[src/fpe_pkg.sv]
`default_nettype none

package fpe_pkg;

   // Argument width taken into a conversion; the datapath is 32 bits wide.
   localparam int VALUE_BITS = 32;
   localparam int CONV_BITS  = (VALUE_BITS < 32) ? VALUE_BITS : 32;
   localparam logic [31:0] ARG_MASK = 32'((64'd1 << CONV_BITS) - 64'd1);

   // Digit store geometry
   localparam int DIGIT_DEPTH = 32;
   localparam int DIGIT_IDX_W = $clog2(DIGIT_DEPTH);
   localparam int DIGIT_CNT_W = DIGIT_IDX_W + 1;

   // Reciprocal of ten, exact for every 32-bit dividend with a shift of 35
   localparam logic [31:0] RECIP_TEN = 32'hCCCCCCCD;
   localparam int          RECIP_SHIFT = 35;

   typedef logic [1:0] cmd_type;
   typedef logic [1:0] mode_type;
   typedef logic [1:0] base_type;

   // Terminal commands
   localparam cmd_type CMD_PUT     = 2'd0;
   localparam cmd_type CMD_NEWLINE = 2'd1;
   localparam cmd_type CMD_DELETE  = 2'd2;

   // Parser modes
   localparam mode_type MODE_NORMAL  = 2'd0;
   localparam mode_type MODE_ESCAPE  = 2'd1;
   localparam mode_type MODE_CONVERT = 2'd2;

   // Conversion radix codes
   localparam base_type BASE_DEC = 2'd0;
   localparam base_type BASE_BIN = 2'd1;
   localparam base_type BASE_HEX = 2'd2;
   localparam base_type BASE_OCT = 2'd3;

   // Characters the parser reacts to
   localparam logic [7:0] CH_NUL       = 8'h00;
   localparam logic [7:0] CH_BACKSPACE = 8'h08;
   localparam logic [7:0] CH_TAB       = 8'h09;
   localparam logic [7:0] CH_LINEFEED  = 8'h0A;
   localparam logic [7:0] CH_SPACE     = 8'h20;
   localparam logic [7:0] CH_PERCENT   = 8'h25;
   localparam logic [7:0] CH_BACKSLASH = 8'h5C;
   localparam logic [7:0] CH_ZERO      = 8'h30;
   localparam logic [7:0] CH_UPPER_A   = 8'h41;
   localparam logic [7:0] CH_LOW_B     = 8'h62;
   localparam logic [7:0] CH_LOW_C     = 8'h63;
   localparam logic [7:0] CH_LOW_D     = 8'h64;
   localparam logic [7:0] CH_LOW_H     = 8'h68;
   localparam logic [7:0] CH_LOW_N     = 8'h6E;
   localparam logic [7:0] CH_LOW_O     = 8'h6F;
   localparam logic [7:0] CH_LOW_T     = 8'h74;

   // Digit value to uppercase ASCII
   function automatic logic [7:0] digit_char(input logic [3:0] d);
      logic [7:0] c;
      if (d < 4'd10) begin
         c = CH_ZERO + {4'd0, d};
      end else begin
         c = CH_UPPER_A + {4'd0, d} - 8'd10;
      end
      return c;
   endfunction

endpackage

`default_nettype wire

[src/format_print_engine_unit.sv]
`default_nettype none

// Format print engine.
// Input channel (req_*): one format character per beat with a 32-bit
// argument and a last-character flag. Output channel (rsp_*): terminal
// commands (put character, newline, delete), run_last set on the final
// beat caused by an input. Both channels use valid/stall handshakes.
// One input is handled at a time: req_stall is high from the beat that
// starts work until the last result of that input sits in the output
// register. Characters that yield nothing (escape or percent lead-in,
// unknown codes) leave the sequencer idle, so req_stall stays low.
// Plain characters and escapes pass through ST_PUT to the output
// register; a tab gives three beats, one per cycle unless stalled.
// Conversions run a shared radix unit, one digit per iteration, into a
// 32-entry digit store, then read the digits back most significant first,
// one beat per cycle unless stalled. %h/%o/%b take a digit off by shift
// and mask in ST_DIV; %d passes ST_MUL (reciprocal multiply), then ST_DIV
// (remainder) per digit, so a 32-bit %d has up to 10 digits and %b 32.
// An output stall holds the current beat; only ST_PUT/ST_EMIT wait.
// Reset (synchronous) returns to normal text mode, idle, no output valid.

module format_print_engine_unit (
   input  wire                 clock,
   input  wire                 reset,
   input  wire                 req_valid,
   output logic                req_stall,
   input  wire  [7:0]          req_format_char,
   input  wire  [31:0]         req_arg_value,
   input  wire                 req_format_last,
   output logic                rsp_valid,
   input  wire                 rsp_stall,
   output fpe_pkg::cmd_type    rsp_command,
   output logic [7:0]          rsp_out_char,
   output logic                rsp_run_last
);
   import fpe_pkg::*;

   // Sequencer states
   localparam logic [2:0] ST_IDLE = 3'd0;
   localparam logic [2:0] ST_PUT  = 3'd1;
   localparam logic [2:0] ST_MUL  = 3'd2;
   localparam logic [2:0] ST_DIV  = 3'd3;
   localparam logic [2:0] ST_EMIT = 3'd4;

   logic [2:0]             state_ff, state_in;
   mode_type               mode_ff, mode_in;
   logic [1:0]             rep_ff, rep_in;
   cmd_type                put_cmd_ff, put_cmd_in;
   logic [7:0]             put_chr_ff, put_chr_in;
   base_type               base_ff, base_in;
   logic [31:0]            work_ff, work_in;
   logic [63:0]            prod_ff, prod_in;
   logic [DIGIT_CNT_W-1:0] cnt_ff, cnt_in;
   logic                   out_valid_ff, out_valid_in;
   cmd_type                out_cmd_ff, out_cmd_in;
   logic [7:0]             out_chr_ff, out_chr_in;
   logic                   out_last_ff, out_last_in;

   logic [3:0]             digit_store [DIGIT_DEPTH];

   logic                   accept;
   logic                   slot_free;
   logic                   emit_load;

   // Decoder outputs
   logic                   dec_put;
   logic [1:0]             dec_rep;
   cmd_type                dec_cmd;
   logic [7:0]             dec_chr;
   logic                   dec_conv;
   base_type               dec_base;
   mode_type               dec_mode;

   // Radix unit
   logic [28:0]            quot_ten;
   logic [31:0]            quot_ten_x10;
   logic [31:0]            ru_next;
   logic [3:0]             ru_digit;
   logic                   digit_wr;
   logic [DIGIT_IDX_W-1:0] rd_idx;
   logic [DIGIT_CNT_W-1:0] cnt_dec;

   assign accept    = req_valid && !req_stall;
   assign slot_free = !out_valid_ff || !rsp_stall;
   assign req_stall = (state_ff != ST_IDLE);
   assign emit_load = (state_ff == ST_EMIT) && slot_free;

   // Character decode
   always_comb begin
      dec_put  = 1'b0;
      dec_rep  = 2'd0;
      dec_cmd  = CMD_PUT;
      dec_chr  = CH_NUL;
      dec_conv = 1'b0;
      dec_base = BASE_DEC;
      dec_mode = MODE_NORMAL;
      case (mode_ff)
         MODE_ESCAPE: begin
            case (req_format_char)
               CH_LOW_N: begin
                  dec_put = 1'b1;
                  dec_cmd = CMD_NEWLINE;
               end
               CH_LOW_B: begin
                  dec_put = 1'b1;
                  dec_cmd = CMD_DELETE;
               end
               CH_LOW_T: begin
                  dec_put = 1'b1;
                  dec_rep = 2'd2;
                  dec_chr = CH_SPACE;
               end
               CH_BACKSLASH, CH_PERCENT: begin
                  dec_put = 1'b1;
                  dec_chr = req_format_char;
               end
               default: begin
               end
            endcase
         end
         MODE_CONVERT: begin
            case (req_format_char)
               CH_LOW_C: begin
                  dec_put = 1'b1;
                  dec_chr = req_arg_value[7:0];
               end
               CH_LOW_D: begin
                  dec_conv = 1'b1;
                  dec_base = BASE_DEC;
               end
               CH_LOW_B: begin
                  dec_conv = 1'b1;
                  dec_base = BASE_BIN;
               end
               CH_LOW_H: begin
                  dec_conv = 1'b1;
                  dec_base = BASE_HEX;
               end
               CH_LOW_O: begin
                  dec_conv = 1'b1;
                  dec_base = BASE_OCT;
               end
               default: begin
               end
            endcase
         end
         default: begin
            case (req_format_char)
               CH_LINEFEED: begin
                  dec_put = 1'b1;
                  dec_cmd = CMD_NEWLINE;
               end
               CH_BACKSPACE: begin
                  dec_put = 1'b1;
                  dec_cmd = CMD_DELETE;
               end
               CH_TAB: begin
                  dec_put = 1'b1;
                  dec_rep = 2'd2;
                  dec_chr = CH_SPACE;
               end
               CH_BACKSLASH: dec_mode = MODE_ESCAPE;
               CH_PERCENT:   dec_mode = MODE_CONVERT;
               default: begin
                  dec_put = 1'b1;
                  dec_chr = req_format_char;
               end
            endcase
         end
      endcase
      if (req_format_last) begin
         dec_mode = MODE_NORMAL;
      end
   end

   // Shared radix unit: one digit off the working value per iteration
   assign quot_ten     = prod_ff[63:RECIP_SHIFT];
   // quotient times ten as 8q + 2q
   assign quot_ten_x10 = {quot_ten, 3'b000} + {2'b00, quot_ten, 1'b0};
   always_comb begin
      ru_next  = work_ff;
      ru_digit = 4'd0;
      case (base_ff)
         BASE_BIN: begin
            ru_next  = {1'b0, work_ff[31:1]};
            ru_digit = {3'd0, work_ff[0]};
         end
         BASE_HEX: begin
            ru_next  = {4'd0, work_ff[31:4]};
            ru_digit = work_ff[3:0];
         end
         BASE_OCT: begin
            ru_next  = {3'd0, work_ff[31:3]};
            ru_digit = {1'b0, work_ff[2:0]};
         end
         default: begin
            ru_next  = {3'd0, quot_ten};
            ru_digit = 4'(work_ff - quot_ten_x10);
         end
      endcase
   end

   assign cnt_dec  = cnt_ff - DIGIT_CNT_W'(1);
   assign rd_idx   = cnt_dec[DIGIT_IDX_W-1:0];
   assign digit_wr = (state_ff == ST_DIV);

   // Sequencer
   always_comb begin
      state_in     = state_ff;
      mode_in      = mode_ff;
      rep_in       = rep_ff;
      put_cmd_in   = put_cmd_ff;
      put_chr_in   = put_chr_ff;
      base_in      = base_ff;
      work_in      = work_ff;
      prod_in      = prod_ff;
      cnt_in       = cnt_ff;
      out_valid_in = out_valid_ff && rsp_stall;
      out_cmd_in   = out_cmd_ff;
      out_chr_in   = out_chr_ff;
      out_last_in  = out_last_ff;
      case (state_ff)
         ST_IDLE: begin
            if (accept) begin
               mode_in    = dec_mode;
               rep_in     = dec_rep;
               put_cmd_in = dec_cmd;
               put_chr_in = dec_chr;
               base_in    = dec_base;
               work_in    = req_arg_value & ARG_MASK;
               cnt_in     = '0;
               if (dec_put) begin
                  state_in = ST_PUT;
               end else if (dec_conv) begin
                  state_in = (dec_base == BASE_DEC) ? ST_MUL : ST_DIV;
               end
            end
         end
         ST_PUT: begin
            if (slot_free) begin
               out_valid_in = 1'b1;
               out_cmd_in   = put_cmd_ff;
               out_chr_in   = put_chr_ff;
               out_last_in  = (rep_ff == 2'd0);
               rep_in       = rep_ff - 2'd1;
               if (rep_ff == 2'd0) begin
                  state_in = ST_IDLE;
               end
            end
         end
         ST_MUL: begin
            prod_in  = {32'd0, work_ff} * {32'd0, RECIP_TEN};
            state_in = ST_DIV;
         end
         ST_DIV: begin
            // do-while: a zero value still leaves one '0' digit
            work_in = ru_next;
            cnt_in  = cnt_ff + DIGIT_CNT_W'(1);
            if (ru_next == 32'd0) begin
               state_in = ST_EMIT;
            end else if (base_ff == BASE_DEC) begin
               state_in = ST_MUL;
            end
         end
         ST_EMIT: begin
            // digit character is loaded by the clocked store read
            if (slot_free) begin
               out_valid_in = 1'b1;
               out_cmd_in   = CMD_PUT;
               out_last_in  = (cnt_ff == DIGIT_CNT_W'(1));
               cnt_in       = cnt_dec;
               if (cnt_ff == DIGIT_CNT_W'(1)) begin
                  state_in = ST_IDLE;
               end
            end
         end
         default: state_in = ST_IDLE;
      endcase
   end

   always_ff @(posedge clock) begin
      if (reset) begin
         state_ff     <= ST_IDLE;
         mode_ff      <= MODE_NORMAL;
         work_ff      <= '0;
         cnt_ff       <= '0;
         out_valid_ff <= 1'b0;
      end else begin
         state_ff     <= state_in;
         mode_ff      <= mode_in;
         work_ff      <= work_in;
         cnt_ff       <= cnt_in;
         out_valid_ff <= out_valid_in;
      end
   end

   always_ff @(posedge clock) begin
      rep_ff     <= rep_in;
      put_cmd_ff <= put_cmd_in;
      put_chr_ff <= put_chr_in;
      base_ff    <= base_in;
      prod_ff    <= prod_in;
      out_cmd_ff <= out_cmd_in;
      out_last_ff <= out_last_in;
      // registered digit read straight into the output character
      if (emit_load) begin
         out_chr_ff <= digit_char(digit_store[rd_idx]);
      end else begin
         out_chr_ff <= out_chr_in;
      end
   end

   // Digit store
   always_ff @(posedge clock) begin
      if (digit_wr) begin
         digit_store[cnt_ff[DIGIT_IDX_W-1:0]] <= ru_digit;
      end
   end

   assign rsp_valid    = out_valid_ff;
   assign rsp_command  = out_cmd_ff;
   assign rsp_out_char = out_chr_ff;
   assign rsp_run_last = out_last_ff;

   // Checks
   a_cnt_bound: assert property (@(posedge clock) disable iff (reset)
      cnt_ff <= DIGIT_CNT_W'(DIGIT_DEPTH))
      else $error("digit count beyond store depth");

   a_emit_nonempty: assert property (@(posedge clock) disable iff (reset)
      (state_ff == ST_EMIT) |-> (cnt_ff != '0))
      else $error("emitting with no stored digits");

   a_dec_digit: assert property (@(posedge clock) disable iff (reset)
      (state_ff == ST_DIV && base_ff == BASE_DEC) |-> (ru_digit < 4'd10))
      else $error("decimal remainder out of range");

   a_div_store_room: assert property (@(posedge clock) disable iff (reset)
      (state_ff == ST_DIV) |-> (cnt_ff < DIGIT_CNT_W'(DIGIT_DEPTH)))
      else $error("digit write past store end");

   a_rsp_hold: assert property (@(posedge clock) disable iff (reset)
      (rsp_valid && rsp_stall) |=> (rsp_valid && $stable(rsp_command)
         && $stable(rsp_out_char) && $stable(rsp_run_last)))
      else $error("stalled result beat changed");

endmodule

`default_nettype wire

[config.mk]
export PLATFORM = sky130hd
export DESIGN_NAME = format_print_engine_unit
export DESIGN_NICKNAME = d
export VERILOG_FILES = /design/src/fpe_pkg.sv /design/src/format_print_engine_unit.sv
export SDC_FILE = /design/constraint.sdc
export NUM_CORES = 2
export LEC_CHECK = 0
export BUFFER_PORTS_ARGS = -buffer_cell sky130_fd_sc_hd__clkbuf_2
export CAP_MARGIN = 20
export CORE_AREA = 2 2 215 217
export CTS_CLUSTER_SIZE = 40
export DETAILED_ROUTE_END_ITERATION = 16
export DIE_AREA = 0 0 217 219
export MAX_ROUTING_LAYER = met4
export PLACE_DENSITY = 0.76
export SLEW_MARGIN = 40
export SYNTH_ARGS = -nofsm -noshare
export SYNTH_HDL_FRONTEND = slang
export SYNTH_SLANG_ARGS = --single-unit
[constraint.sdc]
create_clock -name clock -period 13 [get_ports clock]
set_clock_uncertainty 0.1 [all_clocks]
set_input_delay 0.65 -clock clock [delete_from_list [all_inputs] [get_ports clock]]
set_output_delay 0.65 -clock clock [all_outputs]
set_load 0.005 [all_outputs]
== Word-level counts from Yosys, hierarchy flattened ==
Memory sizes are Yosys's and may differ from the RTL's.
Index checks and enable logic that the tools add are counted.

* Muxes and demuxes: 56
* Reductions and logical operators: 32
* Eq/ne operators: 29
* Magnitude comparators: 1
* Add/subtract/negate cells: 8
* Multiply operators: 1

{| class="wikitable"
|+ Operators with widths
! kind !! number
|-
| $pmux 31 s3 || 1
|-
| $eq 8x7->1 const B || 8
|-
| $mul 32x32->64 const B || 1
|-
| $pmux 32 s2 || 1
|-
| $pmux 8 s2 || 3
|-
| $mux 8 || 5
|-
| $logic_not 32->1 || 1
|-
| $mux 32 || 1
|-
| $pmux 2 s2 || 7
|-
| $mux 3 || 9
|-
| $eq 8x4->1 const B || 3
|-
| $mux 2 || 9
|-
| $pmux 6 s3 || 1
|-
| $pmux 3 s5 || 1
|-
| $mux 1 || 12
|-
| $mux 6 || 2
|-
| $pmux 4 s3 || 1
|-
| $reduce_bool 2->1 || 5
|-
| $reduce_and 3->1 || 3
|-
| $add 7x4->8 const A || 1
|-
| $eq 8x6->1 const B || 1
|-
| $ne 2x2->1 const B || 4
|-
| $reduce_or 4->1 || 2
|-
| $sub 8x4->8 const B || 1
|-
| 28 further kinds || 44
|}

* Memories kept: 1
* Output and inout port bits: 13
* Memory bits (writable): 128
* Register bits: 133
* Input port bits: 45
* Word-level logic and storage cells: 141

{| class="wikitable"
|+ Memories
! name !! depth !! width !! read ports !! clocked after memory_dff !! wr ports !! line !! RTL
|-
| digit_store || 32 || 4 || 1 || 0 || 1 || format_print_engine_unit.sv:59 || <nowiki>logic [3:0] digit_store [DIGIT_DEPTH];</nowiki>
|}

== Logic depth before layout (Yosys ltp) ==
* Depth after elaboration: 9
* Mapped depth: 27
* Mapped depth without buffers: 27

== Worst setup path after synthesis ==
OpenSTA, ideal clock, no wires.

* Path kind: register to register
* Start: register work_ff[18]
* End: register prod_ff[61], data pin
* Cell stages (with the launch flop): 26
* Setup slack: 5,778 ps
* Buffers on the path: 0
* Data required time: 12,639 ps
* Period minus slack after synthesis: 7,222 ps
* Arrival time: 6,861 ps
* Library setup time: 261 ps
* Cell sequence: dfxtp_1 ha_1 inv_1 fa_1 inv_1 fa_1 inv_1 fa_1 inv_1 fa_1 fa_1 fa_1 inv_1 fa_1 inv_1 ha_1 and3_1 nand4_1 nor3_1 nand3_1 o211a_1 o21ba_4 o41ai_2 a221o_1 nor2_1 o311a_1

* Longest elaborated chain between the ends: 1

{| class="wikitable"
|+ Ends and longest elaborated chain
! item !! line !! RTL
|-
| start: declaration || format_print_engine_unit.sv:51 || <nowiki>logic [31:0] work_ff, work_in;</nowiki>
|-
| start signal: assignment || format_print_engine_unit.sv:291 || <nowiki>work_ff <= work_in;</nowiki>
|-
| $mul 32x32->64 || format_print_engine_unit.sv:252 || <nowiki>prod_in = {32'd0, work_ff} * {32'd0, RECIP_TEN};</nowiki>
|-
| end signal: assignment || format_print_engine_unit.sv:302 || <nowiki>prod_ff <= prod_in;</nowiki>
|-
| end: declaration || format_print_engine_unit.sv:52 || <nowiki>logic [63:0] prod_ff, prod_in;</nowiki>
|}

No other way between the ends.
A chain may end at the register's enable or synchronous reset.

== Worst setup path after layout ==
* Start: register work_ff[1]
* End: register prod_ff[63], data pin

The elaborated chain is that of the path after synthesis.

==> metrics.txt <==
Cell variety after synth 71; Post-CTS Setup Bufs 0; HP Class input pin to register; commonest non-fill, non-tap cell in the layout inv_1; Final Hold Viols 0; slowest CP cell dfxtp_1; worst-path maximum fanout 11; largest net degree at the start of global routing 47; crit path from work_ff[1]; Ys Warns 0; Total Wirelength 72.9 mm; GR Util All Layers 0.333; Clock Tree Root clkbuf_16; Synth Area per Inst 11.3 sq um; Placed Instances 2985; cell mode on critical path fa_1; WP data arrival 8650 ps; vias 18083; VDD IR max 321 uV; Detail Placement HPWL 61.4 mm; Layout area overhead 6.27%; IO buf count 57; Final Instance Count excl. Fillers 3030; hold_buf cts 0; upper clock frequency limit 118 MHz; CP endpoint kind register; vias in the first global route 19515; CTS Buffer Depth 3; Die Ht 219 um; total leakage power 13.5 nW; WP data required 13150 ps; clock sink count 226; Mapped Nets 3163; Nets 3202; global placement routability congestion 1.03; antenna violations before repair 4; post-CTS resize count 0; starting density of the core 0.593; final setup TNS 0 ps; FF-to-FF Start work_ff[1]; ordered cell list for the critical path ha_1 -> xor2_1 -> ha_1 -> or2_2 -> fa_1 -> fa_1 -> fa_1 -> fa_1 -> fa_1 -> fa_1 -> ha_1 -> a221oi_1 -> o21ai_0 -> a211oi_1 -> o211ai_1 -> a21oi_1 -> nor4_1 -> o21ai_0 -> a21oi_1 -> a221o_1 -> a211oi_1 -> o21ai_0; Yosys reg bits 226; clock slew at reported path FFs 60 ps; top_reg_cell synth edfxtp_1; Post-Synthesis Cells 2371; area of the core 0.0451 sq mm; Pre-antenna DRT Iters 5; Mapped Area 0.0267 sq mm; final setup violation count 0; total CTS buffers 22; period utilization 0.653; vias per cell 5.97; slowest stage delay, CP 780 ps; Overall Power 7.06 mW; Slew Viols, Final 0; uppermost layer routed met4; CTS tree done; Post-synth EDFFs 182; crit path launch type register; die area 0.0475 sq mm; Pwr Density 248 mW/mm^2; Seq/Total Area, Yosys 0.237; Tmin final 8490 ps; routed wl met3 4.91 mm; status finished clean; critical path class register to register; Slew @ Worst Pin 799 ps; grt ovf 0; # DRC 0; ys async rst share 0; H-tree depth 1; WL per Instance 24.1 um; MaxCap Viol Count 0; most frequent cells in the layout 548 x inv_1, 387 x fa_1, 360 x ha_1; hold_sp req_arg_value[31]; Top Ports 58; initial drt markers 1546; Slew headroom 0.465; Routed Antenna Nets 0; wl on met1 28.3 mm; clk_lat worst skew 530 ps; RSZ-0062 raised after global routing no; first-pass GRT wire length 114 mm; met2 WL 35.6 mm; Cell Rows 78; width of the die 217 um; layout cells sized above 1 0.0808
-- Yosys cell counts, drive strengths merged (4+ instances only) --
master	count	area [sq um]
o31ai	8	60.1
buf	12	61.3
dfxtp	44	881
a22oi	34	255
o21ai	55	275
nor4	12	75.1
a211oi	7	52.6
nand2b	12	75.1
and3	9	58.8
xor2	42	368
nand4	14	87.6
xnor2	39	342
o21a	9	67.6
nand2	110	413
a221o	5	50.1
nor2	87	327
edfxtp	182	5470
clkbuf	44	165
and2	13	81.3
mux4	68	1550
nor3	19	95.1
mux2i	4	40.0
ha	360	4500
o22ai	5	31.3
a21o	42	320
or3	7	45.1
a22o	7	61.3
o21bai	5	37.5
nand3	15	75.1
nor2b	7	43.8
a21oi	104	521
inv	549	2060
fa	387	7750
a31oi	7	43.8
and4	4	36.3
-- cell type report --
| type | instances | area (sq um) |
|---|---|---|
| multi-input cells | 1538 | 18100 |
| diodes | 4 | 10.0 |
| clock inverters | 10 | 56.3 |
| flip-flops and latches | 226 | 6350 |
| well taps | 600 | 751 |
| inverters | 550 | 2060 |
| clock buffers | 30 | 621 |
| fillers | 3555 | 16700 |
| repair buffers | 72 | 428 |
-- state kept, by name (all words and copies together) (netlist names) --
name and count:
put_chr_ff 8, rep_ff 2, rsp_valid 1, mode_ff 2, base_ff 2, digit_store 128
prod_ff 29, cnt_ff 6, rsp_command 2, put_cmd_ff 2, rsp_out_char 8, work_ff 32
rsp_run_last 1, state_ff 3
-- worst paths after layout --
kind	endpoint	slack (ps)	cells past startpoint
worst max-delay path	prod_ff[63]	4510	22
worst min-delay path	work_ff[31]	320	3
worst min register to register	mode_ff[1]	380	2
worst max register to register	prod_ff[63]	4510	22
-- per-stage QoR --
stage	util	hold slack (ps)	worst slack (ps)	instance area (sq um)
2_1_floorplan	-	349	5780	26700
6_report	0.630	323	4510	28400
4_1_cts	0.630	312	4520	28400
3_5_place_dp	0.615	369	4560	27700
3_3_place_gp	0.613	362	4670	27700
5_1_grt	0.630	325	4170	28400
-- per-layer routing --
layer / GRT usage / vias to the layer above
met2: 0.541 / 802
met1: 0.415 / 9144
met3: 0.0480 / 188
li1: - / 7949
met4: 0.157 / 0
met5: - / -
-- power breakdown --
| part | switching, mW | internal, mW |
|---|---|---|
| clock | 0.270 | 0.335 |
| sequential | 0.0373 | 0.929 |
| combinational | 3.35 | 2.13 |
-- critical path, delay by kind of cell (launching register included) --
family / cells / cell delay (ps)
flip-flops: 1 / 780
adder cells (fa/ha/maj): 9 / 3970
AND/OR/NAND/NOR: 2 / 480
XOR/XNOR: 1 / 230
AO/OA/AOI/OAI: 10 / 2640
-- logic make-up (layout without fill, tap and decap cells) --
| kind of cell | count (synthesis) | count (layout) | share of synthesized area |
|---|---|---|---|
| AO/OA/AOI/OAI | 309 | 309 | 0.0738 |
| XOR/XNOR | 81 | 81 | 0.0265 |
| adder cells (fa/ha/maj) | 747 | 747 | 0.458 |
| buffers and inverters | 607 | 662 | 0.0860 |
| flip-flops | 226 | 226 | 0.237 |
| multiplexers | 72 | 72 | 0.0593 |
| other | 0 | 4 | 0 |
| AND/OR/NAND/NOR | 329 | 329 | 0.0590 |
Power figures use the tool's default switching activity.
